<file path="config.mk">
export PLATFORM = sky130hd
export DESIGN_NAME = mcrh_queue
export DESIGN_NICKNAME = d
export VERILOG_FILES = /design/src/rtl/core/mcrh_pkg.sv /design/src/rtl/core/mcrh_queue.sv
export SDC_FILE = /design/constraint.sdc
export NUM_CORES = 1
export LEC_CHECK = 0
export BUFFER_PORTS_ARGS = -buffer_cell sky130_fd_sc_hd__buf_2
export CORE_AREA = 2 2 84 86
export DETAILED_ROUTE_END_ITERATION = 10
export DIE_AREA = 0 0 86 88
export GPL_TIMING_DRIVEN = 1
export SYNTH_ARGS = -nofsm -noshare
export SYNTH_HDL_FRONTEND = slang
export SYNTH_SLANG_ARGS = --single-unit
</file>
<file path="constraint.sdc">
create_clock -name clk -period 3.5 [get_ports clk]
set_clock_uncertainty 0.05 [all_clocks]
set_input_delay 0.525 -clock clk [delete_from_list [all_inputs] [get_ports clk]]
set_output_delay 0.525 -clock clk [all_outputs]
set_load 0.01 [all_outputs]
</file>
<file path="src/rtl/core/mcrh_pkg.sv">
`timescale 1ns / 1ps
`default_nettype none

package mcrh_pkg;

	// Command codes on the cmd input.
	localparam logic [1:0] CMD_COUNT = 2'd0;
	localparam logic [1:0] CMD_CLEAR = 2'd1;
	localparam logic [1:0] CMD_READ  = 2'd2;

	// Configuration register indexes.
	localparam logic [2:0] REG_BINS_CH0   = 3'd0;
	localparam logic [2:0] REG_BINS_CH1   = 3'd1;
	localparam logic [2:0] REG_BINS_CH2   = 3'd2;
	localparam logic [2:0] REG_ROI_ENABLE = 3'd3;
	localparam logic [2:0] REG_ROI_LEFT   = 3'd4;
	localparam logic [2:0] REG_ROI_TOP    = 3'd5;
	localparam logic [2:0] REG_ROI_WIDTH  = 3'd6;
	localparam logic [2:0] REG_ROI_HEIGHT = 3'd7;

	// Bin index width covering the largest store of 1024 entries.
	localparam int BIN_IDX_W = 10;

	// Queue between the classifier and the bin engine.
	localparam int QUEUE_DEPTH = 4;
	localparam int QPTR_W      = 2;
	localparam int QCNT_W      = 3;

	// Operations handed to the bin engine.
	typedef enum logic [1:0] {
		BOP_INCR  = 2'd0,
		BOP_READ  = 2'd1,
		BOP_CLEAR = 2'd2
	} bop_t;

	typedef struct packed {
		bop_t                 op;
		logic [BIN_IDX_W-1:0] addr;
		logic                 err;
	} bitem_t;

	typedef struct packed {
		logic [7:0]  bins_ch0;
		logic [7:0]  bins_ch1;
		logic [7:0]  bins_ch2;
		logic        roi_enable;
		logic [11:0] roi_left;
		logic [11:0] roi_top;
		logic [12:0] roi_width;
		logic [12:0] roi_height;
	} cfg_t;

endpackage

`default_nettype wire

</file>
<file path="src/rtl/core/mcrh_queue.sv">
`timescale 1ns / 1ps
`default_nettype none

module mcrh_queue (
	input  wire                    clk,
	input  wire                    arst_n,
	input  wire                    push,
	input  mcrh_pkg::bitem_t       push_item,
	input  wire                    pop,
	output mcrh_pkg::bitem_t       head_item,
	output logic                   not_empty,
	output logic [mcrh_pkg::QCNT_W-1:0] level
);
	import mcrh_pkg::*;

	bitem_t             entry_q [QUEUE_DEPTH];
	logic [QPTR_W-1:0]  wr_ptr_q;
	logic [QPTR_W-1:0]  rd_ptr_q;
	logic [QCNT_W-1:0]  count_q;

	// Pointers and fill level.
	always_ff @(posedge clk or negedge arst_n) begin
		if (!arst_n) begin
			wr_ptr_q <= '0;
			rd_ptr_q <= '0;
			count_q  <= '0;
		end else begin
			if (push)
				wr_ptr_q <= wr_ptr_q + 1'b1;
			if (pop)
				rd_ptr_q <= rd_ptr_q + 1'b1;
			if (push && !pop)
				count_q <= count_q + 1'b1;
			else if (!push && pop)
				count_q <= count_q - 1'b1;
		end
	end

	// Entry storage, written at the tail.
	always_ff @(posedge clk) begin
		if (push)
			entry_q[wr_ptr_q] <= push_item;
	end

	assign head_item = entry_q[rd_ptr_q];
	assign not_empty = (count_q != '0);
	assign level     = count_q;

endmodule

`default_nettype wire

</file>
==> Word level (Yosys, flattened, before mapping) <==
Memory sizes are Yosys's and may differ from the RTL's.
Index checks and enable logic that the tools add are counted.
{ "op_classes": {"addsub": 4, "n_mul": 0, "div_mod_pow": 0, "order_cmp": 0, "eq_ne": 0, "shift": 0, "n_mux": 4, "n_bitwise": 0, "n_reduce_logical": 6} }
{ "op_table": {"columns": ["cell", "n"], "rows": [
  ["$mux 3", 2],
  ["$add 2x1->2 const B", 2],
  ["$add 3x1->3 const B", 1],
  ["$reduce_bool 3->1", 1],
  ["$sub 3x1->3 const B", 1],
  ["$logic_and 1x1->1", 2],
  ["$logic_not 1->1", 2],
  ["$mux 1", 2],
  ["$reduce_bool 2->1", 1]
]} }
{ "totals": {"regBits": 7, "latch_bits": 0, "ram_bits": 52, "mem_bits_ro": 0, "in_bits": 17, "wordCells": 18, "n_memories": 1} }
{ "memory_table": {"columns": ["memory", "depth", "width", "read_ports", "rd_clocked_by_memory_dff", "write_ports", "line", "source"], "rows": [
  ["entry_q", 4, 13, 1, 0, 1, "mcrh_queue.sv:16", "bitem_t entry_q [QUEUE_DEPTH];"]
]} }

==> Longest topological paths before layout <==
Gate-level depths: netlist of run 1.
{ "depth": {"ltp_word": 4, "ltp_mapped": 7, "ltp_nobuf": 7} }

==> Worst setup path before layout of run 1 <==
No wires, ideal clock.
{ "synth_timing": {"kind": "register -> output", "start": "reg rd_ptr_q[0]", "end": "out head_item[0] (netlist bit)", "t_arrival_ns": 1.105, "required_time_ns": 2.925, "slack_ns": 1.820, "stages_incl_launch_ff": 4, "path_buffers": 2, "path_cell_list": "dfrtp_1 > buf_6 > buf_12 > mux4_2"} }
{ "synth_rtl": {"columns": ["element", "line", "source"], "rows": [
  ["start: declaration", "mcrh_queue.sv:18", "logic [QPTR_W-1:0] rd_ptr_q;"],
  ["start signal: assignment", "mcrh_queue.sv:31", "rd_ptr_q <= rd_ptr_q + 1'b1;"],
  ["end: declaration", "mcrh_queue.sv:10", "output mcrh_pkg::bitem_t head_item,"]
]} }

==> impl_results.md, run 1 <==
* Worst Path Required at between 2 and 3 ns
* Core area at between 6000 and 7000 um^2
* R2R setup slack at around 1.9 ns
* CP top delay family: flip-flops
* Post-synthesis cell count at between 100 and 150
* Grt ovf at 0
* YS warnings at 0
* Number of global-route vias before repair at ~1200
* Synth top cells by count: edfxtp_1 (52), mux4_2 (8), dfrtp_1 (7)
* Period utilization at 0.736
* Vias at approximately 1100
* Diode count at 0
* Gpl congestion at just under 0.7
* Mapped cell area at 2290 um^2
* Post-CTS setup buffers at 0
* Layout cell share with drive strength beyond 1 at 0.372
* Number of DRC markers in iteration 0 at just over 80
* Drt via density at between 4 and 5
* Highest clock rate at about 390 MHz
* Slew HR at 0.455
* Pre-antenna DRT Iters at 4
* Ports at 34
* DRC errors left at 0
* Initial antenna violation count at 0
* Pwr per Cell Area at approximately 800 nW/um^2
* RR Endpoint: entry_q[2][2]$_DFFE_PP_
* CP max stage delay at just under 0.9 ns
* Root buf cell: clkbuf_8
* Most common cell in the netlist: edfxtp_1
* Row cnt at 30
* Worst-skew pair later-pin latency at 0.32 ns
* Total routed wirelength at 3660 um
* Worst-path cell chain: mux4_1 > buf_2
* Area delta synth->final at 18.4%
* Clock Sinks at 59
* Routed len/inst at approximately 16 um
* Worst Setup Start Kind: flop
* IO buf count at 33
* Synth Flop Type: edfxtp_1
* H-tree levels at 3
* Slew Viols, Final at 0
* Post-CTS sizing at 0
* Pint at between 1500 and 2000 uW
* Seq/Total Area, Yosys at 0.757
* Critical path class: flop to output pin
* Area leader, netlist: edfxtp_1
* EDFF count, synth at 52
* TNS Setup at 0 ns
* Share of total power in combinational logic at 0.253
* Clk slew on worst S/H paths at ~0.060 ns
* Nets at 166
* Net Count, Synth at 124
* Netlist cell types at 18
* First-pass GRT wire length at between 5000 and 6000 um
* Sw Pwr at around 630 uW
* Worst path slowest cell: dfrtp_1
* Status: completed
* TritonCTS clock tree: done
* Hold WS at about 0.37 ns
* Hold path depth at 1
* Origin of the critical flop-to-flop path: wr_ptr_q[0]$_DFFE_PN0P_
* Final setup fails at 0
* Hold Path Class: input port to flop
* CTS Buf Count at 9
* Post-synthesis sequential element count at 59
* Period minus WS final at around 2.6 ns
* Sequential power share at 0.489
* Final hold violations at 0
* Slew @ Worst Pin at 0.817 ns
* Max Cap Violations at 0
* CTS max path bufs at 2
* Clock power frac at 0.257
* Worst Setup End Kind: output pin
* Top cell type's share of synthesized area at 0.681
* Lkg Pwr at 0.000998 uW
* Die ar. at around 7600 um^2
* GRT Total Usage at 0.107
* Post-route ant nets at 0
* WHS Endpoint: entry_q[3][7]$_DFFE_PP_
* Final Util at 0.409
* DIE WIDTH at 86 um
* Max VDD drop at 0.000327 V
* Cell count of the worst reg-to-reg path at 3
* Ys async rst share at 0.119
* Sw Ratio at 0.288
* Largest net degree at the start of global routing at 16
* Buf+Inv Stages, Crit Path at 1
* Avg Inst Size Synth at about 23 um^2
* Fillers at between 500 and 600
* Multi-input logic area at ~510 um^2
* Die H at slightly below 90 um
* RSZ-0062 raised after global routing: false
* DP Wirelength at roughly 2400 um
* CP max FO at 15
* CP Data Arrival Time at approximately 2.0 ns
* Hold_sp: push_item[7]
* Register Area at 1740 um^2
* Starting Density at 0.345
* Top area cells in the synthesized netlist: edfxtp_1 (68%), mux4_2 (7.9%), dfrtp_1 (7.6%)
## state kept, by name, summed over array words and instances (netlist names)
| signal | cells |
|---|---|
| entry_q | 52 |
| rd_ptr_q | 2 |
| level | 3 |
| wr_ptr_q | 2 |
## routing by layer
| layer | routed length (um) | up-vias | part of all wire | global-route usage |
|---|---|---|---|---|
| li1 | - | 486 | - | - |
| met1 | 1460 | 535 | 0.40 | 0.110 |
| met2 | 1990 | 26 | 0.54 | 0.188 |
| met3 | 144 | 6 | 0.039 | 0.0292 |
| met4 | 70 | 0 | 0.019 | 0.0779 |
| met5 | 0 | - | 0 | 0 |
## layout by cell type, fill, tap and decap left out
cell | synthesis | layout
bufinv_16 | 0 | 1
dfrtp_1 | 7 | 7
mux2_2 | 1 | 1
inv_1 | 4 | 4
mux4_2 | 8 | 8
buf_2 | 1 | 33
clkbuf_8 | 0 | 9
edfxtp_1 | 52 | 52
clkinv_1 | 0 | 3
clkinv_2 | 0 | 2
fa_1 | 1 | 1
o21ai_0 | 1 | 1
or3_1 | 1 | 1
clkinvlp_4 | 0 | 1
xor2_1 | 4 | 4
ha_1 | 5 | 5
mux4_1 | 5 | 5
dlygate4sd3_1 | 0 | 1
xnor2_1 | 2 | 2
and2_1 | 4 | 4
nor2_1 | 1 | 1
nand2_1 | 2 | 2
## power groups by stage
stage                     clock network, uW  logic [uW]  registers [uW]
final                                   560         550            1060
after global routing                    605         611            1090
after CTS                               577         571            1070
after detailed placement                  0         567            1090
after global placement                    0         543            1080
after floorplan                           0         450            1010
## metrics by stage
step,power (uW),area [um^2],std cells,setup slack (ns)
after floorplan,1460,2290,101,1.82
after global placement,1620,2520,211,1.23
after CTS,2220,2720,228,0.825
after global routing,2310,2720,228,0.734
final,2170,2720,228,0.924
after detailed placement,1650,2520,211,1.19
## repair_timing
action,CTS,global route
hold buffers,1,0
hold endpoints to repair,7,0
setup endpoints to repair,0,0
## area by class of cell
type,instances,share of cell area
clock buffers,9,0.0456
clock inverters,7,0.0217
inverters,4,0.00553
multi-input cells,35,0.186
flip-flops and latches,59,0.640
well taps,80,0.0369
repair buffers,34,0.0645
## cells by family (layout without fill, tap and decap cells)
family	count (synthesis)	count (layout)	synth area share
simple gates	8	8	0.0185
buf+inv	7	54	0.0224
fa+ha+maj	6	6	0.0360
flops	59	59	0.757
compound gates	1	1	0.00218
xor+xnor	6	6	0.0229
mux	14	14	0.141
## worst max path at each step
stage                                  startpoint           end  slack (ns)  depth (start not counted)
after floorplan           rd_ptr_q[0]$_DFFE_PN0P_  head_item[0]        1.82                          3
after global placement    rd_ptr_q[0]$_DFFE_PN0P_  head_item[5]        1.23                          2
after detailed placement  rd_ptr_q[0]$_DFFE_PN0P_  head_item[3]        1.19                          2
after CTS                 rd_ptr_q[0]$_DFFE_PN0P_  head_item[3]        0.82                          2
after global routing      rd_ptr_q[0]$_DFFE_PN0P_  head_item[3]        0.73                          2
final                     rd_ptr_q[0]$_DFFE_PN0P_  head_item[3]        0.92                          2
Note: power is estimated with default switching activity, not from simulation.
==> inputs of run 2 (changes only) <==
==> constraint.sdc (replaced) <==
create_clock -name clk -period 2.6 [get_ports clk]
set_clock_uncertainty 0.05 [all_clocks]
set_input_delay 0.39 -clock clk [delete_from_list [all_inputs] [get_ports clk]]
set_output_delay 0.39 -clock clk [all_outputs]
set_load 0.01 [all_outputs]
==> run 2 against run 1 <==
Combinational power rose by 41%. Total power increased by 31%. Largest cell class unchanged. Clock power grew 19%. Critical path type unchanged. Sequential power is 33% higher. Critical path depth rose by 1. Sequential share of layout area up 0.36 points.
==> impl_results.md, run 2 (same netlist as run 1, synthesis figures left out) <==
* RSZ-0062 raised after global routing: false
* Initial antenna violation count at 0
* H-tree levels at 3
* Most frequent cells in the layout: edfxtp_1 (52), buf_2 (33), clkbuf_8 (9)
* Row cnt at 30
* Worst Setup End Kind: output pin
* Hold Path Class: input port to flop
* Largest Register: entry_q
* Vias at between 1000 and 1500
* DIE WIDTH at about 86 um
* Crit. Startpoint: rd_ptr_q[0]$_DFFE_PN0P_
* Lkg Pwr at around 0.0010 uW
* Pwr per Cell Area at roughly 1100 nW/um^2
* Met2 wire length at ~2000 um
* Drt via density at 4.73
* Post-CTS sizing at 0
* Gpl congestion at 0.651
* Clock Sinks at around 60
* Slew Viols, Final at 0
* CTS Hold Bufs at 1
* Pre-antenna DRT Iters at 4
* Die H at about 90 um
* Met3 WL at about 120 um
* Period utilization at 0.905
* CP max FO at 9
* Critical path class: flop to output pin
* Highest clock rate at 425 MHz
* Core area at ~6600 um^2
* CTS Buf Count at 9
* Post-CTS setup buffers at 0
* Slew HR at 0.518
* Hold_sp: push_item[0]
* CTS max path bufs at 2
* DR top layer: met4
* TNS Setup at 0 ns
* Metal1 wirelength at ~1600 um
* Diode count at 0
* Finished Cell Area at roughly 2700 um^2
* Layout cell share with drive strength beyond 1 at 0.389
* First-pass GRT wire length at between 5000 and 6000 um
* Die ar. at roughly 7600 um^2
* Worst Setup Start Kind: flop
* Total routed wirelength at ~3700 um
* Routed len/inst at around 16 um
* IO buf count at 33
* Final hold violations at 0
* Origin of the critical flop-to-flop path: wr_ptr_q[1]$_DFFE_PN0P_
* Starting Density at 0.345
* TritonCTS clock tree: done
* Nets at roughly 170
* Status: completed
* Root buf cell: clkbuf_8
* Clk slew on worst S/H paths at approximately 0.060 ns
* Post-route ant nets at 0
* Place WS at 0.550 ns
* Number of global-route vias before repair at about 1200
* Number of flip-flops in the largest register at 52
* Most common cell after layout, fill and taps aside: edfxtp_1
* Worst-skew pair later-pin latency at 0.32 ns
* Grt ovf at 0
* Final worst slack at between 0.2 and 0.25 ns
* Worst Path Required at between 2 and 2.5 ns
* DP Wirelength at approximately 2500 um
* Max VDD drop at about 0.00043 V
* Fillers at roughly 600
* DRC errors left at 0
* Final Non-Filler Cells at about 230
* Period minus WS final at ~2.4 ns
* Number of DRC markers in iteration 0 at 52
* Largest net degree at the start of global routing at 15
* Slew @ Worst Pin at 0.722 ns
* CP Data Arrival Time at ~1.9 ns
* Cell count after placement at around 210
* Final setup fails at 0
* Area delta synth->final at 17.7%
* Ports at 34
* Max Cap Violations at 0
* GRT Total Usage at 0.109
* DP Area at between 2000 and 3000 um^2
==> run 2: cell count changes in the layout (fill, tap and decap cells not counted), sizes merged <==
cell	delta
buf	+1
bufinv	-1
clkbuf	+1
==> run 2: through the flow <==
| stage | hold WS (ns) | total power, uW | util |
|---|---|---|---|
| finish | 0.235 | 2850 | 0.406 |
| global route | 0.215 | 3020 | 0.406 |
| CTS | 0.216 | 2910 | 0.406 |
| detailed placement | 0.192 | 2240 | 0.381 |
| global placement | 0.181 | 2200 | 0.381 |
| floorplan | 0.0444 | 1960 | - |
==> run 2: layout make-up <==
class / count / area (um^2) / area share
clock buffers: 10 / 128 / 0.0473
repair buffers: 35 / 183 / 0.0677
clock inverters: 6 / 32.5 / 0.0120
flip-flops and latches: 59 / 1740 / 0.643
inverters: 4 / 15.0 / 0.00556
multi-input cells: 35 / 505 / 0.187
well taps: 80 / 100 / 0.0371
==> run 2: layer usage <==
metal | up-vias | global-route usage
met5 | - | 0
li1 | 490 | -
met2 | 23 | 0.182
met4 | 0 | 0.0693
met3 | 5 | 0.0311
met1 | 565 | 0.124
==> run 2: worst max-delay path, stage by stage (launching register included) <==
cell and delay [ns]:
dfrtp_1 0.63, buf_4 0.29, mux4_2 0.52, buf_2 0.16
==> run 2: worst paths after layout <==
path	endpoint	slack, ns	depth (start not counted)
max reg2reg	entry_q[1][1]$_DFFE_PP_	0.94	3
max	head_item[2]	0.25	3
min reg2reg	level[2]$_DFFE_PN0P_	0.44	1
min	entry_q[1][0]$_DFFE_PP_	0.23	1
max in group asynchronous	rd_ptr_q[0]$_DFFE_PN0P_	1.95	2
min in group asynchronous	wr_ptr_q[1]$_DFFE_PN0P_	0.39	2
==> run 2: power by group <==
part,switching [uW],internal [uW]
Combinational,373,402
Sequential,150,1260
Clock,331,336
==> inputs of run 3 (changes only) <==
--- a/config.mk
+++ b/config.mk
@@ -6,10 +6,11 @@
 export NUM_CORES = 1
 export LEC_CHECK = 0
 export BUFFER_PORTS_ARGS = -buffer_cell sky130_fd_sc_hd__buf_2
-export CORE_AREA = 2 2 84 86
+export CORE_AREA = 2 2 68 70
 export DETAILED_ROUTE_END_ITERATION = 10
-export DIE_AREA = 0 0 86 88
+export DIE_AREA = 0 0 70 72
 export GPL_TIMING_DRIVEN = 1
+export PLACE_DENSITY = 0.75
 export SYNTH_ARGS = -nofsm -noshare
 export SYNTH_HDL_FRONTEND = slang
 export SYNTH_SLANG_ARGS = --single-unit
==> run 3 against run 2 <==
Maximum frequency grew 2.9%. Via count shrank 2.7%. Clock power grew 15%. Routed wire length shrank 5.3%. Die area shrank 33%. Cell count shrank 12%. Combinational power is essentially flat. Non-clock buffer count is the same. Critical path type unchanged. Critical endpoint is now head_item[1]. Largest power group unchanged.
==> impl_results.md, run 3 (same netlist as run 1, synthesis figures left out) <==
* IO buf count at 33
* Most frequent cells in the layout: edfxtp_1 (52), buf_2 (33), clkbuf_8 (9)
* Initial antenna violation count at 0
* WHS Endpoint: entry_q[1][6]$_DFFE_PP_
* Nets at between 150 and 200
* Cell count after placement at 184
* Fillers at roughly 320
* Grt ovf at 0
* Highest clock rate at approximately 440 MHz
* Core area at 4260 um^2
* Die H at slightly above 70 um
* Root buf cell: clkbuf_8
* Period utilization at 0.879
* Most common cell after layout, fill and taps aside: edfxtp_1
* Pwr per Cell Area at roughly 1100 nW/um^2
* Worst Path Required at roughly 2.2 ns
* Hold_sp: push_item[6]
* Worst Setup Start Kind: flop
* Critical path class: flop to output pin
* H-tree levels at 3
* Clock Sinks at a little under 60
* DRC errors left at 0
* Final worst slack at 0.313 ns
* Period minus WS final at ~2.3 ns
* Starting Density at 0.538
* Area delta synth->final at 17.2%
* Clock power frac at 0.260
* Share of total power in combinational logic at 0.264
* Largest Register: entry_q
* GRT Total Usage at 0.163
* Clk slew on worst S/H paths at roughly 0.06 ns
* Final hold violations at 0
* Max VDD drop at ~0.00056 V
* Die ar. at a little over 5000 um^2
* Row cnt at 24
* Slew HR at 0.528
* DP Wirelength at ~2400 um
* Sw Ratio at 0.290
* Vias at ~1100
* Total routed wirelength at around 3500 um
* Drt via density at around 5.2
* Max Cap Violations at 0
* Worst-skew pair later-pin latency at ~0.32 ns
* Routed len/inst at around 18 um
* Layout cell share with drive strength beyond 1 at 0.383
* TritonCTS clock tree: done
* R2R setup slack at approximately 0.95 ns
* Pre-antenna DRT Iters at 4
* Number of global-route vias before repair at 1130
* RSZ-0062 raised after global routing: false
* DIE WIDTH at roughly 70 um
* Origin of the critical flop-to-flop path: wr_ptr_q[0]$_DFFE_PN0P_
* Hold path depth at 1
* Place WS at between 0.6 and 0.7 ns
* CTS Buf Count at 9
* Gpl congestion at slightly above 0.7
* Largest net degree at the start of global routing at 15
* CP Data Arrival Time at around 1.9 ns
* Status: completed
* First-pass GRT wire length at about 5800 um
* Slew @ Worst Pin at between 0.7 and 0.8 ns
* Diode count at 0
* Worst Setup End Kind: output pin
* Lkg Pwr at approximately 0.001 uW
* Number of flip-flops in the largest register at 52
* Ports at 34
* Pint at about 2100 uW
* CP max FO at 9
* Cell count of the worst reg-to-reg path at 3
* Post-CTS setup buffers at 0
* Hold Path Class: input port to flop
* Final setup fails at 0
* Number of DRC markers in iteration 0 at 38
* Final Non-Filler Cells at approximately 200
* CTS max path bufs at 2
* Sw Pwr at between 800 and 900 uW
* Post-CTS sizing at 0
* Hold WS at around 0.23 ns
* TNS Setup at 0 ns
* Slew Viols, Final at 0
* Sequential power share at 0.476
* RR Endpoint: entry_q[2][11]$_DFFE_PP_
* Post-route ant nets at 0
## run 3: cell count changes in the layout (fill, tap and decap cells not counted), sizes merged
cell and change:
bufinv +1, clkinv -1
## run 3: power groups by stage
stage | registers (uW) | clock network (uW) | logic [uW]
finish | 1400 | 765 | 778
floorplan | 1350 | 0 | 606
CTS | 1410 | 780 | 798
detailed placement | 1430 | 0 | 796
global placement | 1410 | 0 | 775
global route | 1430 | 825 | 860
## run 3: worst max-delay path, stage by stage (launching register included)
cell and delay (ns):
dfrtp_1 0.54, buf_4 0.29, mux4_2 0.53, buf_2 0.16
## run 3: timing repair
| item | CTS | global route |
|---|---|---|
| endpoints found under the hold margin | 7 | 0 |
| setup endpoints to repair | 0 | 0 |
| hold buffers | 1 | 0 |
## run 3: cell type report
cell class                      instances  area [um^2]  share of cell area
Timing Repair Buffer                   35          183              0.0679
Tap cell                               52         65.1              0.0242
Multi-Input combinational cell         35          505               0.188
Inverter                                4         15.0             0.00558
Sequential cell                        59         1740               0.646
Clock buffer                           10          128              0.0475
Clock inverter                          6         56.3              0.0209
## run 3: worst max path at each step
stage                             from           end  slack (ns)  depth (start not counted)
5_1_grt        rd_ptr_q[0]$_DFFE_PN0P_  head_item[1]        0.19                          3
3_3_place_gp   rd_ptr_q[0]$_DFFE_PN0P_  head_item[7]        0.65                          3
6_report       rd_ptr_q[0]$_DFFE_PN0P_  head_item[1]        0.31                          3
3_5_place_dp   rd_ptr_q[0]$_DFFE_PN0P_  head_item[1]        0.61                          3
4_1_cts        rd_ptr_q[0]$_DFFE_PN0P_  head_item[1]        0.24                          3
2_1_floorplan  rd_ptr_q[0]$_DFFE_PN0P_  head_item[0]        1.05                          3
## run 3: layer usage
metal | track usage | up-vias | part of all wire | wire, um
li1 | - | 489 | - | -
met1 | 0.200 | 531 | 0.43 | 1540
met2 | 0.247 | 27 | 0.49 | 1760
met3 | 0.0806 | 7 | 0.055 | 195
met4 | 0.0748 | 0 | 0.016 | 58
met5 | 0 | - | 0 | 0
## run 3: metrics by stage
step | power (uW) | cell area (um^2) | util
global placement | 2180 | 2490 | 0.585
finish | 2950 | 2690 | 0.631
detailed placement | 2230 | 2490 | 0.585
floorplan | 1960 | 2290 | -
global route | 3110 | 2690 | 0.631
CTS | 2990 | 2690 | 0.631
