$ cat src/rtl/core/mcrh_pkg.sv
`timescale 1ns / 1ps
`default_nettype none

package mcrh_pkg;

	// Command codes on the cmd input.
	localparam logic [1:0] CMD_COUNT = 2'd0;
	localparam logic [1:0] CMD_CLEAR = 2'd1;
	localparam logic [1:0] CMD_READ  = 2'd2;

	// Configuration register indexes.
	localparam logic [2:0] REG_BINS_CH0   = 3'd0;
	localparam logic [2:0] REG_BINS_CH1   = 3'd1;
	localparam logic [2:0] REG_BINS_CH2   = 3'd2;
	localparam logic [2:0] REG_ROI_ENABLE = 3'd3;
	localparam logic [2:0] REG_ROI_LEFT   = 3'd4;
	localparam logic [2:0] REG_ROI_TOP    = 3'd5;
	localparam logic [2:0] REG_ROI_WIDTH  = 3'd6;
	localparam logic [2:0] REG_ROI_HEIGHT = 3'd7;

	// Bin index width covering the largest store of 1024 entries.
	localparam int BIN_IDX_W = 10;

	// Queue between the classifier and the bin engine.
	localparam int QUEUE_DEPTH = 4;
	localparam int QPTR_W      = 2;
	localparam int QCNT_W      = 3;

	// Operations handed to the bin engine.
	typedef enum logic [1:0] {
		BOP_INCR  = 2'd0,
		BOP_READ  = 2'd1,
		BOP_CLEAR = 2'd2
	} bop_t;

	typedef struct packed {
		bop_t                 op;
		logic [BIN_IDX_W-1:0] addr;
		logic                 err;
	} bitem_t;

	typedef struct packed {
		logic [7:0]  bins_ch0;
		logic [7:0]  bins_ch1;
		logic [7:0]  bins_ch2;
		logic        roi_enable;
		logic [11:0] roi_left;
		logic [11:0] roi_top;
		logic [12:0] roi_width;
		logic [12:0] roi_height;
	} cfg_t;

endpackage

`default_nettype wire

$ cat src/rtl/core/mcrh_front.sv
`timescale 1ns / 1ps
`default_nettype none

module mcrh_front #(
	parameter int BIN_STORE_DEPTH = 768,
	parameter int COORD_WIDTH     = 12,
	parameter int NUM_CHANNELS    = 3
) (
	input  wire                         clk,
	input  wire                         arst_n,
	input  mcrh_pkg::cfg_t              cfg,
	input  wire                         start,
	output logic                        busy,
	input  wire  [1:0]                  cmd,
	input  wire  [1:0]                  channel,
	input  wire  [11:0]                 row,
	input  wire  [11:0]                 col,
	input  wire  [7:0]                  pixel_value,
	input  wire  [9:0]                  read_index,
	input  wire  [mcrh_pkg::QCNT_W-1:0] q_level,
	input  wire                         sweeping,
	output logic                        push,
	output mcrh_pkg::bitem_t            push_item
);
	import mcrh_pkg::*;

	localparam logic [11:0] COORD_MASK = (COORD_WIDTH >= 12) ? 12'hFFF :
		12'((1 << COORD_WIDTH) - 1);
	localparam logic [1:0]  NUM_CH_L   = 2'(NUM_CHANNELS);
	localparam logic [10:0] DEPTH_L    = 11'(BIN_STORE_DEPTH);

	logic        f_v_s1;
	logic [1:0]  cmd_s1;
	logic [1:0]  channel_s1;
	logic [11:0] row_s1;
	logic [11:0] col_s1;
	logic [7:0]  value_s1;
	logic [9:0]  read_index_s1;

	logic [11:0] row_m;
	logic [11:0] col_m;
	logic [7:0]  n_sel;
	logic [8:0]  base;
	logic [15:0] prod;
	logic [9:0]  idx;
	logic [9:0]  total;
	logic        ch_ok;
	logic        region_ok;
	logic        idx_ok;
	logic        read_err;
	logic [QCNT_W:0] occupancy;

	// Hold off new items when the queue could not take the one in flight, or while sweeping.
	assign occupancy = {1'b0, q_level} + {{QCNT_W{1'b0}}, f_v_s1};
	assign busy      = (occupancy >= (QCNT_W + 1)'(QUEUE_DEPTH)) || sweeping;

	// Input register: one transfer per cycle when not busy.
	always_ff @(posedge clk or negedge arst_n) begin
		if (!arst_n) begin
			f_v_s1 <= 1'b0;
		end else begin
			f_v_s1 <= start && !busy;
		end
	end

	always_ff @(posedge clk) begin
		if (start && !busy) begin
			cmd_s1        <= cmd;
			channel_s1    <= channel;
			row_s1        <= row;
			col_s1        <= col;
			value_s1      <= pixel_value;
			read_index_s1 <= read_index;
		end
	end

	// Channel selection and bin offset of the selected channel.
	always_comb begin
		unique case (channel_s1)
			2'd0: begin
				n_sel = cfg.bins_ch0;
				base  = 9'd0;
			end
			2'd1: begin
				n_sel = cfg.bins_ch1;
				base  = {1'b0, cfg.bins_ch0};
			end
			2'd2: begin
				n_sel = cfg.bins_ch2;
				base  = {1'b0, cfg.bins_ch0} + {1'b0, cfg.bins_ch1};
			end
			default: begin
				n_sel = 8'd0;
				base  = 9'd0;
			end
		endcase
	end

	assign ch_ok = (channel_s1 < NUM_CH_L);
	assign prod  = value_s1 * n_sel;
	assign idx   = {1'b0, base} + {2'b00, prod[15:8]};

	// Total bins over the channels that exist.
	assign total = ((NUM_CHANNELS > 0) ? {2'b00, cfg.bins_ch0} : 10'd0) +
		((NUM_CHANNELS > 1) ? {2'b00, cfg.bins_ch1} : 10'd0) +
		((NUM_CHANNELS > 2) ? {2'b00, cfg.bins_ch2} : 10'd0);

	// Region test, with the upper bounds formed without wrap.
	assign row_m = row_s1 & COORD_MASK;
	assign col_m = col_s1 & COORD_MASK;
	assign region_ok = !cfg.roi_enable || (
		(col_m >= cfg.roi_left) &&
		({2'b00, col_m} < ({2'b00, cfg.roi_left} + {1'b0, cfg.roi_width})) &&
		(row_m >= cfg.roi_top) &&
		({2'b00, row_m} < ({2'b00, cfg.roi_top} + {1'b0, cfg.roi_height})));

	assign idx_ok   = ({1'b0, idx} < DEPTH_L);
	assign read_err = !({1'b0, read_index_s1} < {1'b0, total}) ||
		!({1'b0, read_index_s1} < DEPTH_L);

	// Command decode into work for the bin engine.
	always_comb begin
		push           = 1'b0;
		push_item.op   = BOP_INCR;
		push_item.addr = idx;
		push_item.err  = 1'b0;
		unique case (cmd_s1)
			CMD_COUNT: begin
				push = f_v_s1 && ch_ok && (n_sel != 8'd0) && region_ok && idx_ok;
			end
			CMD_CLEAR: begin
				push         = f_v_s1;
				push_item.op = BOP_CLEAR;
			end
			CMD_READ: begin
				push           = f_v_s1;
				push_item.op   = BOP_READ;
				push_item.addr = read_index_s1;
				push_item.err  = read_err;
			end
			default: begin
				push = 1'b0;
			end
		endcase
	end

endmodule

`default_nettype wire

$ cat config.mk
export PLATFORM = sky130hd
export DESIGN_NAME = mcrh_front
export DESIGN_NICKNAME = d
export VERILOG_FILES = /design/src/rtl/core/mcrh_pkg.sv /design/src/rtl/core/mcrh_front.sv
export SDC_FILE = /design/constraint.sdc
export NUM_CORES = 1
export LEC_CHECK = 0
export BUFFER_PORTS_ARGS = -buffer_cell sky130_fd_sc_hd__buf_2
export CAP_MARGIN = 40
export CORE_ASPECT_RATIO = 1.25
export CORE_MARGIN = 2
export CORE_UTILIZATION = 58
export DETAILED_ROUTE_END_ITERATION = 10
export PLACE_DENSITY = 0.94
export RECOVER_POWER = 100
export SLEW_MARGIN = 20
export SYNTH_ARGS = -nofsm -noshare
export SYNTH_HDL_FRONTEND = slang
export SYNTH_SLANG_ARGS = --single-unit
$ cat constraint.sdc
create_clock -name clk -period 9.9 [get_ports clk]
set_input_delay 0.99 -clock clk [delete_from_list [all_inputs] [get_ports clk]]
set_output_delay 0.99 -clock clk [all_outputs]
set_load 0.1 [all_outputs]
# Word level (Yosys, flattened, before mapping)
# Cells that the tools add are included.
[classes]
addsub = 7
n_mul = 1
n_div = 0
n_lt_le_gt_ge = 9
eq_ne = 4
shift = 0
n_mux = 5
bitwise_logic = 0
n_reduce_logical = 19
[op_table]
columns = ["cell", "count"]
rows = [
  ["12-bit by 13-bit adder with 14-bit output", 2],
  ["12-bit by 14-bit less-than comparator with 1-bit output", 2],
  ["12-bit >= comparator", 2],
  ["8-bit case mux with 3 select lines", 1],
  ["9-bit by 8-bit adder with 10-bit output", 2],
  ["10-bit less-than comparator, second input constant", 2],
  ["8-bit by 8-bit adder with 9-bit output", 2],
  ["9-bit case mux with 2 select lines", 1],
  ["8-bit by 8-bit multiplier with 16-bit output", 1],
  ["11-bit 2-to-1 mux", 1],
  ["10-bit less-than comparator", 1],
  ["1-bit logical AND", 8],
  ["8-bit nonzero test", 1],
  ["3-bit by 1-bit adder with 4-bit output", 1],
  ["2-bit by 1-bit == test with 1-bit output, second input constant", 2],
  ["2-bit == test, second input constant", 2],
  ["4-bit by 3-bit >= comparator with 1-bit output, second input constant", 1],
  ["1-bit zero test", 4],
  ["2-bit zero test", 2],
  ["2-bit case mux with 2 select lines", 1],
  ["1-bit logical OR", 3],
  ["2-bit less-than comparator, second input constant", 1],
  ["1-bit case mux with 2 select lines", 1],
  ["2-bit OR reduction", 1],
]
[totals]
regBits = 47
latch_bits = 0
ramBits = 0
mem_bits_ro = 0
output_inout_bits = 15
wordCells = 52
memories = 0

# Longest topological paths before layout
# Gate-level depths: netlist of run 1.
[logic_depth]
word_depth = 9
ltp_mapped = 32
mapped_depth_nobuf = 30

# Worst setup path after synthesis of run 1
# Ideal clock, no wire load.
[synth_path]
path_type = "in2out"
from = "in cfg[63] (netlist name)"
to = "out push"
t_arrival_ps = 8754
required_ps = 8910
slack_ps = 156
path_stages = 28
n_path_buf = 0
cell_sequence = "a222oi_1 nor2_1 and2_1 fa_1 inv_1 fa_1 inv_1 fa_1 inv_1 fa_1 inv_1 ha_1 o21ai_0 a21oi_1 nand2_2 o21ai_2 or4_1 and2_1 xor2_1 ha_1 or4_1 o21ai_0 o21bai_1 nand2b_1 nor4_1 nor3_1 o311ai_0 o21ai_0"
[synth_via]
elab_chain_cells = 6
[synth_lines]
columns = ["item", "line_no", "source"]
rows = [
  ["from (decl)", "mcrh_front.sv:11", "input mcrh_pkg::cfg_t cfg,"],
  ["8-bit case mux with 3 select lines / 8-bit by 8-bit adder with 9-bit output (equally long branches)", "mcrh_front.sv:79, mcrh_front.sv:90", ""],
  ["8-bit by 8-bit multiplier with 16-bit output (tied with other cells)", "mcrh_front.sv:100", "assign prod = value_s1 * n_sel;"],
  ["9-bit by 8-bit adder with 10-bit output / 1-bit logical AND (equally long branches)", "mcrh_front.sv:101, mcrh_front.sv:129", ""],
  ["10-bit less-than comparator / 1-bit logical AND (equally long branches)", "mcrh_front.sv:117, mcrh_front.sv:129", ""],
  ["1-bit logical AND *", "mcrh_front.sv:129", "push = f_v_s1 && ch_ok && (n_sel != 8'd0) && region_ok && idx_ok;"],
  ["1-bit case mux with 2 select lines *", "mcrh_front.sv:127", "unique case (cmd_s1)"],
  ["to (decl)", "mcrh_front.sv:22", "output logic push,"],
]
# Every way passes the cells marked *; elsewhere a longest branch is shown, timed or not.

# Final worst setup path of run 1
# Ends and elaborated chain as after synthesis.

==> impl_summary.md, run 1 <==
Synth
The share of the Yosys chip area taken by registers is 0.199. The post-synthesis register bit count is 47. The synthesized netlist contains 55 unique library cells.

The cell taking the most area after synthesis is sky130_fd_sc_hd__ha_1. Counting flops with an async set or reset pin after synthesis yields a share of 0.0213. After synthesis, the cell types taking the most area are sky130_fd_sc_hd__ha_1 (25%), sky130_fd_sc_hd__edfxtp_1 (20%), sky130_fd_sc_hd__fa_1 (14%), sky130_fd_sc_hd__inv_1 (5.1%), sky130_fd_sc_hd__and2_1 (4.5%).

The net count after synthesis is 1,066. The most used flip-flop cell after synthesis is sky130_fd_sc_hd__edfxtp_1. The top cell type's share of synthesized area is 0.254. Counting flops with a built-in enable in the synthesized netlist gives 46.

The most common cell in the netlist is sky130_fd_sc_hd__ha_1. By count the netlist is led by sky130_fd_sc_hd__ha_1 (143), sky130_fd_sc_hd__inv_1 (95), sky130_fd_sc_hd__and2_1 (51). Dividing the synthesized area by the synthesized cell count gives 9.45 um2. The synthesized cell area is 7060 um2. The synthesized instance count is 747. The Yosys step of the flow raised 0 warnings.

STA
The final-report max-slew violation count is 48. Between clock sinks in the finished design, the worst skew comes to 0.00508 ns. The setup total negative slack is 0 ns. In this run the tightest slew margin relative to its limit is -0.762.

The number of failing setup endpoints in the final timing report is 0. For the pin with the worst max-slew slack, the measured transition is 2.64 ns. The worst path in the final design needs a cycle of 9.26 ns, including I/O delays and setup. Of the available clock period, the critical path in the final layout requires 0.935.

The hold violation count in the final report is 0. Setup repair after global routing left no endpoint under its margin. Based on the critical path, the design can be clocked at up to 108 MHz.

Cells and area
The fill cell instance count of the final layout is 914. The share of post-route cells with drive strength above 1 is 0.165. Measured on the finished design, the core utilization comes to 0.675. The area occupied by multi-input gates is 5280 um2. Summing all flip-flop and latch instances after layout gives 1410 um2. The final net count is 1,209. The area growth from synthesis to layout is 14.8%.

The repair_antennas step left the layout with diodes totalling 0.

Run status
The checks that failed: max-capacitance violations, max-slew violations. The run finished, with violations left.

Placed design
The half-perimeter wire length of the detailed placement result is 13.4 mm. Buffers placed on the I/O ports in this run total 142. The routability congestion estimate from global placement is 0.880.

Clock tree
In this run, post-CTS hold repair placed 0 buffers. The clock tree root buffer cell is sky130_fd_sc_hd__clkbuf_16. The clock insertion delay at the later pin of the skew report is 0.29 ns. The clock-pin transition on the worst setup and hold timing paths is 0.07 ns. The clock drives 47 sinks. The maximum root-to-sink buffer count is 2. Clock tree synthesis inserted a total of 5 buffers. Once the clock tree was built, the setup fixing pass inserted 0 buffers. TritonCTS built the clock tree. The CTS H-tree depth is 2.

Die
The initialized floorplan defines 45 standard-cell rows. The die outline area is 13,100 um2. Measured along the x axis, the die boundary spans 103 um.

Pin placement for this block handled 143 I/O pins. The height of the die is 127 um. The area of the core is 12,000 um2. The starting utilization of the core area is 0.588.

Global route
The number of antenna violations at the first check in global routing was 0. The first global-routing pass estimated 26.3 mm of wire. The total overflow reported by the global router is 0. Entering global routing, the biggest net connects 48 pins. The overall track demand over capacity in global routing is 0.250. The via count of the first global-routing pass is 6,081.

Worst setup path
STA classifies the critical path endpoint as a primary output. The data required time at the worst endpoint is 8.91 ns. The startpoint-to-endpoint class of the critical path is input pin to primary output. The data arrival time of the critical path is 8.27 ns. The worst setup path is launched from an input pin. Along the worst path, the maximum fanout reaches 8. The critical path's largest stage delay is 0.53 ns. The cell with the largest stage delay on the worst path is sky130_fd_sc_hd__fa_1.

Pwr
IR analysis of the VDD net gives a maximum drop of 0.105 mV. The internal power of the cells totals 514 uW. The analysis attributes to net switching a power of 389 uW.

The share of total power in the clock network is 0.193. The switching fraction of total power is 0.431. For this design the static power due to leakage is 0.00404 uW.

Dividing total power by cell area gives a power density of 111 nW/um2. Of the total power, combinational logic draws 0.551. The sequential group share of total power is 0.256.

Detailed routing
The count of routing violations after the opening detailed-route iteration is 273. Detailed routing inserted a total of 5,992 vias. The detailed-routing iteration count for the pre-antenna-repair pass is 6. The detailed-route DRC error count is 0. The post-detailed-route via-to-cell ratio is 5.68. The count of nets left with antenna violations once routing finished came out at 0. The total wire length is 15.8 mm. The average routed wire per standard cell is 15.0 um.

Min path
The worst hold-check path type is input pin to async pin.

Job
Across the run, the number of max-cap violations was 1.
==> power by group through the flow <==
stage               registers, uW  clock network, uW  logic [uW]
finish                        231                175         497
global route                  232                185         554
CTS                           231                178         500
detailed placement            235                  0         496
global placement              235                  0         480
floorplan                     233                  0         380
==> stage by stage <==
step	hold WS (ns)	instance area [um2]	total power, uW	std cells	worst slack, ns
2_1_floorplan	0.694	7060	613	747	0.156
3_3_place_gp	0.765	7960	715	1047	0.935
3_5_place_dp	0.767	7960	731	1047	0.700
4_1_cts	0.457	8110	909	1055	0.534
5_1_grt	0.453	8100	971	1055	0.135
6_report	0.461	8100	903	1055	0.639
==> cell type report <==
| cell class | count | area share |
|---|---|---|
| clock buffer | 6 | 0.0171 |
| clock inverter | 2 | 0.00201 |
| inverter | 95 | 0.0440 |
| multi-input combinational | 598 | 0.652 |
| sequential | 47 | 0.174 |
| tap | 164 | 0.0253 |
| timing repair buffer | 143 | 0.0862 |
==> metal layers <==
metal / share of wire / up-vias / track usage
met5: 0 / - / 0
met4: 0.035 / 0 / 0.0894
met3: 0.043 / 51 / 0.0230
met2: 0.53 / 194 / 0.463
met1: 0.39 / 2826 / 0.294
li1: - / 2921 / -
==> path summary, 6_finish.rpt <==
path | end | depth (start not counted) | slack [ns] | startpoint
worst max-delay path | push | 30 | 0.64 | cfg[63]
worst min-delay path | f_v_s1$_DFF_PN0_ | 1 | 0.46 | arst_n
worst max register to register | read_index_s1[8]$_DFFE_PP_ | 3 | 6.71 | f_v_s1$_DFF_PN0_
worst min register to register | f_v_s1$_DFF_PN0_ | 3 | 2.13 | f_v_s1$_DFF_PN0_
max in group asynchronous | f_v_s1$_DFF_PN0_ | 1 | 9.36 | arst_n
min in group clk | channel_s1[0]$_DFFE_PP_ | 1 | 0.87 | channel[0]
==> flip-flops by register name, summed over array words and instances, names as in the netlist <==
register	count
f_v_s1	1
row_m	12
cmd_s1	2
channel_s1	2
read_index_s1	10
col_m	12
value_s1	8
==> placed cells by master (no fill, tap or decap), drive strengths merged, types with 24 or more instances in the layout <==
cell type / instances
o21ai: 39
nor2: 40
ha: 143
edfxtp: 46
buf: 128
and2: 51
a21oi: 39
fa: 48
nand2: 41
xnor2: 24
inv: 95
==> worst max-delay path: cells and delay by family <==
kind	cells	cell delay, ns
buf+inv	6	0.83
fa+ha+maj	6	2.56
compound gates	8	1.54
xor+xnor	1	0.14
simple gates	9	2.20
==> repair_timing <==
item,4_1_cts,5_1_grt
gates resized for setup,0,2
hold endpoints to repair,0,0
endpoints found under the setup margin,0,1
==> kinds of logic after synthesis <==
logic type,after synthesis,synth area share
AO/OA/AOI/OAI,167,0.158
XOR/XNOR,40,0.0497
adder cells (fa/ha/maj),191,0.390
buffers and inverters,102,0.0544
flip-flops,47,0.199
multiplexers,3,0.00461
AND/OR/NAND/NOR,197,0.145
No activity file was read; power rests on OpenSTA's default activity.
==> inputs of run 2 (changes only) <==
==> constraint.sdc (replaced) <==
create_clock -name clk -period 9.5 [get_ports clk]
set_input_delay 0.95 -clock clk [delete_from_list [all_inputs] [get_ports clk]]
set_output_delay 0.95 -clock clk [all_outputs]
set_load 0.1 [all_outputs]
==> run 2 against run 1 <==
Compared with the run above:
- the flow still finishes with violations (max-capacitance violations, max-slew violations)
- final cell count is essentially flat
- via count grew 2.6%
- final area is essentially flat
- highest routed layer unchanged
==> impl_summary.md, run 2 (synthesized netlist as in run 1, its figures left out) <==
Pwr
The total power draw is 944 uW. Dividing total power by cell area gives a power density of 117 nW/um2. The leakage power is 0.00404 uW. The worst supply voltage drop on vdd is 0.106 mV.

Worst setup path
The sort of element at the end of the critical path is a primary output. Broken down by cell family, the worst path's largest delay share belongs to adder cells. The startpoint type of the worst setup path is a flop. The maximum fanout encountered on the critical timing path is 8.

The data required time at the worst endpoint is 8.55 ns. The setup path with the least slack is of type flop to primary output. The critical path's largest stage delay is 0.57 ns.

The cell with the largest stage delay on the worst path is sky130_fd_sc_hd__a222oi_1. The number of buffers and inverters on the critical path is 6. The most frequent cell on the critical path is sky130_fd_sc_hd__inv_1. The data arrival time of the critical path is 8.11 ns.

Die
Row generation in the floorplan step produced 45 rows. The floorplan die width is 103 um. In this run the count of I/O pins placed on the die edge is 143. The height of the die is 127 um. The area of the core is 12,000 um2.

The starting utilization of the core area is 0.588. The die covers 13,100 um2.

Cells and area
Once layout is done, the placed cells without fillers occupy 8100 um2. Relative to the synthesized area, the layout overhead comes to 14.7%. In the final design database the tool counted 1,210 nets.

The fill cell instance count of the final layout is 905. Leaving out fill and tap cells, the most frequent cell in the layout is sky130_fd_sc_hd__ha_1. Registers take 1410 um2. The area occupied by multi-input gates is 5280 um2. 0 antenna diodes ended up in the layout.

The core occupancy in the finished layout is 0.675. Leaving out fill and tap cells, the most frequent cells in the layout are sky130_fd_sc_hd__ha_1 (141), sky130_fd_sc_hd__buf_2 (126), sky130_fd_sc_hd__inv_1 (95). The share of post-route cells with drive strength above 1 is 0.165.

Detailed routing
In the final routed layout, each cell accounts on average for 16.1 um. The detailed-routing iteration count for the pre-antenna-repair pass is 8. The detail route stage leaves a number of antenna-violating nets equal to 0. The post-detailed-route via-to-cell ratio is 5.82. In the routed design, unresolved DRC markers number 0. Detailed routing inserted a total of 6,147 vias. The final layout contains routed wiring with a total length of 17.0 mm. After the first detailed-routing iteration, the DRC count stood at 331.

Global route
The via count of the first global-routing pass is 6,367. The pin count of the biggest net entering global routing is 48. The number of antenna violations at the first check in global routing is 1. The total overflow reported by the global router is 0.

The first global-routing pass estimated 27.9 mm of wire. The overall track demand over capacity in global routing is 0.268.

STA
The hold violation count in the final report is 0. The worst setup skew after layout is 0.00628 ns. The worst path in the final design needs a cycle of 9.06 ns, including I/O delays and setup. The final-report max-slew violation count is 48. In the finished design, the share of the clock period the worst path needs comes to 0.954. The maximum frequency from static timing analysis is 110 MHz. Headroom to the max-slew limit came out at -0.792. Setup violations remaining at the end of the flow were counted as 0.

The worst-margin pin slew is 2.69 ns.

Clock tree
The maximum root-to-sink buffer count is 2. The total clock sinks is 47. The clock tree root buffer cell is sky130_fd_sc_hd__clkbuf_16. The CTS H-tree depth is 2. The total clock buffers created by CTS is 5. The clock-pin transition on the worst setup and hold timing paths is 0.07 ns. Hold repair after CTS inserted 0 buffers. The CTS tree is yes. The clock reaches the later pin of the worst-skew pair after 0.29 ns.

Placed design
In this run the tool buffered the top-level ports with 142 buffer cells. The half-perimeter wire length of the detailed placement result is 14.3 mm. The cell area after placement is 7960 um2. The routability congestion estimate from global placement is 0.925.

Min path
The min-delay analysis places its worst path in the category input pin to async pin.

Run status
The checks that failed: max-capacitance violations, max-slew violations. The run finished, with violations left.

Job
The tool flagged a number of max-cap violations equal to 1.
run 2: cell count changes in the layout (fill, tap and decap cells not counted), sizes merged:
| cell | delta |
|---|---|
| buf | -1 |
| clkbuf | +2 |
run 2: stage by stage:
step	TNS [ns]	setup WS [ns]	std cells	hold WS (ns)
after global routing	-0.0763	-0.0763	1056	0.411
after floorplan	0	0.195	747	0.654
final	0	0.438	1056	0.421
after CTS	0	0.296	1055	0.419
after global placement	0	0.739	1047	0.726
after detailed placement	0	0.552	1047	0.726
run 2: path summary, 6_finish.rpt:
path                                         start               endpoint  cells past startpoint  slack, ns
hold reg to reg                   f_v_s1$_DFF_PN0_       f_v_s1$_DFF_PN0_                      3       2.13
setup / recovery           channel_s1[0]$_DFFE_PP_                   push                     31       0.44
min in group clk                            col[7]     col_m[7]$_DFFE_PP_                      1       0.83
max in group asynchronous                   arst_n       f_v_s1$_DFF_PN0_                      1       9.00
hold / removal                              arst_n       f_v_s1$_DFF_PN0_                      1       0.42
setup reg to reg                  f_v_s1$_DFF_PN0_  value_s1[0]$_DFFE_PP_                      3       6.27
run 2: final cells by class:
| type | instances | area share |
|---|---|---|
| sequential | 47 | 0.174 |
| inverter | 95 | 0.0440 |
| tap | 164 | 0.0253 |
| multi-input combinational | 598 | 0.652 |
| timing repair buffer | 144 | 0.0875 |
| clock buffer | 6 | 0.0159 |
| clock inverter | 2 | 0.00155 |
run 2: worst reg2reg max path, cell delays in order, from the launching register on:
cell and delay (ns):
sky130_fd_sc_hd__dfrtp_1 0.43, sky130_fd_sc_hd__a311o_1 0.34, sky130_fd_sc_hd__nor2_4 0.09, sky130_fd_sc_hd__clkbuf_1 1.89
run 2: what timing repair did:
action                                  in CTS  in global routing
gates resized for setup                      0                  3
setup buffers                                0                  1
endpoints found under the setup margin       0                  1
run 2: report_power, final:
| part | internal (uW) | leakage [uW] | switching [uW] |
|---|---|---|---|
| Clock | 97.3 | 0.0000669 | 76.6 |
| Combinational | 196 | 0.00354 | 334 |
| Sequential | 236 | 0.000436 | 5.16 |
run 2: layer usage:
metal	up-vias	wire length, um	track usage
li1	2920	-	-
met4	0	669	0.113
met3	70	1200	0.0465
met2	272	9000	0.499
met1	2885	6140	0.292
met5	-	0	0
==> inputs of run 3 (changes only) <==
--- a/config.mk
+++ b/config.mk
@@ -8,7 +8,6 @@
 export BUFFER_PORTS_ARGS = -buffer_cell sky130_fd_sc_hd__buf_2
 export CAP_MARGIN = 40
 export CORE_ASPECT_RATIO = 1.25
-export CORE_MARGIN = 2
 export CORE_UTILIZATION = 58
 export DETAILED_ROUTE_END_ITERATION = 10
 export PLACE_DENSITY = 0.94
==> run 3 against run 2 <==
Compared with the run above:
- the run still ends with max-capacitance violations, max-slew violations left
- sequential power barely moved
- routed wire length fell by 4.3%
- core utilization rose by 1.6 points
- critical path depth fell by 1
- global-route usage fell by 0.054 points
- via count fell by 0.83%
- count of clock-buffer cells in the layout did not move
- worst hold slack barely moved
- worst setup slack improved by 0.048 ns
- die area fell by 3.5%
- first-iteration DRC count fell by 17%
- fmax rose by 0.53%
- critical path type unchanged
- largest power group unchanged
- highest routed layer unchanged
==> impl_summary.md, run 3 (synthesized netlist as in run 1, its figures left out) <==
Run status
The run finished, with violations left. The checks that failed: max-capacitance violations, max-slew violations.

Worst setup path
The cell class contributing the biggest share of worst-path delay is adder cells. The critical path contains buffers and inverters numbering 5 combined. On the worst path, the slowest cell contributes a delay of 0.61 ns. The data required time at the worst endpoint is 8.55 ns. The startpoint type of the worst setup path is a flop.

The sort of element at the end of the critical path is a primary output. The critical path is of the flop to primary output type. The data arrival time of the critical path is 8.06 ns.

The maximum fanout encountered on the critical timing path is 10. The slowest stage of the critical path is the sky130_fd_sc_hd__a222oi_1 cell.

STA
The number of failing setup endpoints in the final timing report is 0. Counting I/O delays and the setup requirement, the final critical path takes 9.01 ns. The final-report max-slew violation count is 48. Setup repair after global routing left no endpoint under its margin. The hold violation count in the final report is 0. The worst setup skew after layout is 0.00588 ns. Static timing analysis puts the maximum clock frequency at 111 MHz. The worst pin sits at a relative slew slack of -0.732. For the final routed database, the setup TNS stands at 0 ns.

In the finished design, the share of the clock period the worst path needs comes to 0.949. At the pin with the least slew margin, the transition time is 2.60 ns.

Pwr
Summed over all cells, the static leakage comes to 0.00406 uW. The total power draw is 937 uW. Power spread over the standard cell area amounts to 116 nW/um2.

IR analysis of the VDD net gives a maximum drop of 0.138 mV.

Cells and area
The layout has 867 filler cells. The most frequent standard cell in the layout excluding fill and tap cells is sky130_fd_sc_hd__ha_1. The finished layout holds 1,054 standard cells, fillers aside. The layout overhead on the synthesized area is 14.8%. In the layout the commonest cells are sky130_fd_sc_hd__ha_1 (143), sky130_fd_sc_hd__buf_2 (127), sky130_fd_sc_hd__inv_1 (95).

The final layout contains 1,211 nets. The repair_antennas step left the layout with diodes totalling 0. The share of post-route cells with drive strength above 1 is 0.166.

Placed design
During placement, the flow inserted port buffers numbering 142. The half-perimeter wire length of the detailed placement result is 13.7 mm. The routability congestion estimate from global placement is 0.918. After detailed placement, the design holds a cell count of 1,046.

Detailed routing
The total wire length is 16.3 mm. The detailed router finished its first iteration with 276 violations. In the routed layout, each cell is associated on average with a via count of 5.78. The number of routed nets with antenna violations is 0. After detailed routing, the average wire length per cell comes to 15.4 um.

The via count of the routed design is 6,096. The detailed-routing iteration count for the pre-antenna-repair pass is 5. After detailed routing, the number of remaining DRC violations is 0.

Clock tree
The tree is rooted in a sky130_fd_sc_hd__clkbuf_16. In this run, post-CTS repair resized a total of 0 instances. The CTS H-tree depth is 2. The post-CTS setup buffer count is 0. The clock passes through at most 2 buffers. TritonCTS built the clock tree.

Clock-pin slew was measured on the worst setup and hold paths at 0.07 ns. The clock insertion delay at the later pin of the skew report is 0.29 ns. The number of clock buffers added by TritonCTS is 5. The number of hold buffers added after CTS was 0. The total clock sinks is 47.

Global route
The overall track demand over capacity in global routing is 0.267. The first global-routing pass estimated 27.2 mm of wire. The total overflow reported by the global router is 0.

The via count of the first global-routing pass is 6,410. Entering global routing, the biggest net connects 48 pins. The number of antenna violations at the first check in global routing is 0.

Die
The floorplan step defined a die boundary enclosing 12,600 um2. The floorplan die width is 101 um. The initial utilization of the core area, before any placement, comes to 0.602. In this run the standard cell core region covers 11,700 um2. The die is 125 um tall. The initialized floorplan defines 44 standard-cell rows. The number of I/O pins is 143.

Min path
The min-delay analysis places its worst path in the category input pin to async pin.

Job
The number of maximum-capacitance constraint violations is 1.
[run 3: layout make-up]
class,count,area [um2],area share
Multi-Input combinational cell,598,5270,0.651
Sequential cell,47,1410,0.174
Clock buffer,6,129,0.0159
Tap cell,161,201,0.0249
Timing Repair Buffer,145,722,0.0891
Clock inverter,2,12.5,0.00154
Inverter,95,357,0.0440
[run 3: final timing paths]
kind | slack [ns] | cells past startpoint | to | from
max in group asynchronous | 9.00 | 1 | f_v_s1$_DFF_PN0_ | arst_n
worst min register to register | 2.13 | 3 | f_v_s1$_DFF_PN0_ | f_v_s1$_DFF_PN0_
min in group clk | 0.83 | 1 | read_index_s1[2]$_DFFE_PP_ | read_index[2]
worst min-delay path | 0.42 | 1 | f_v_s1$_DFF_PN0_ | arst_n
worst max register to register | 6.33 | 3 | col_m[0]$_DFFE_PP_ | f_v_s1$_DFF_PN0_
worst max-delay path | 0.49 | 30 | push | channel_s1[0]$_DFFE_PP_
[run 3: per-stage QoR]
step	setup slack [ns]	hold slack [ns]	instance area, um2	util
after global placement	0.714	0.726	7970	0.680
after detailed placement	0.571	0.726	7970	0.680
after CTS	0.450	0.423	8110	0.692
after floorplan	0.195	0.654	7060	-
after global routing	0.0241	0.419	8100	0.691
final	0.486	0.421	8100	0.691
[run 3: power breakdown]
part | internal [uW] | switching (uW)
Clock | 97.3 | 76.9
Sequential | 236 | 5.21
Combinational | 194 | 327
[run 3: metal layers]
layer  up-vias  wire (um)  GRT usage
met5         -          0          0
met4         0        561      0.111
met3        49        976     0.0319
met2       258       8720      0.518
met1      2853       6020      0.285
li1       2936          -          -
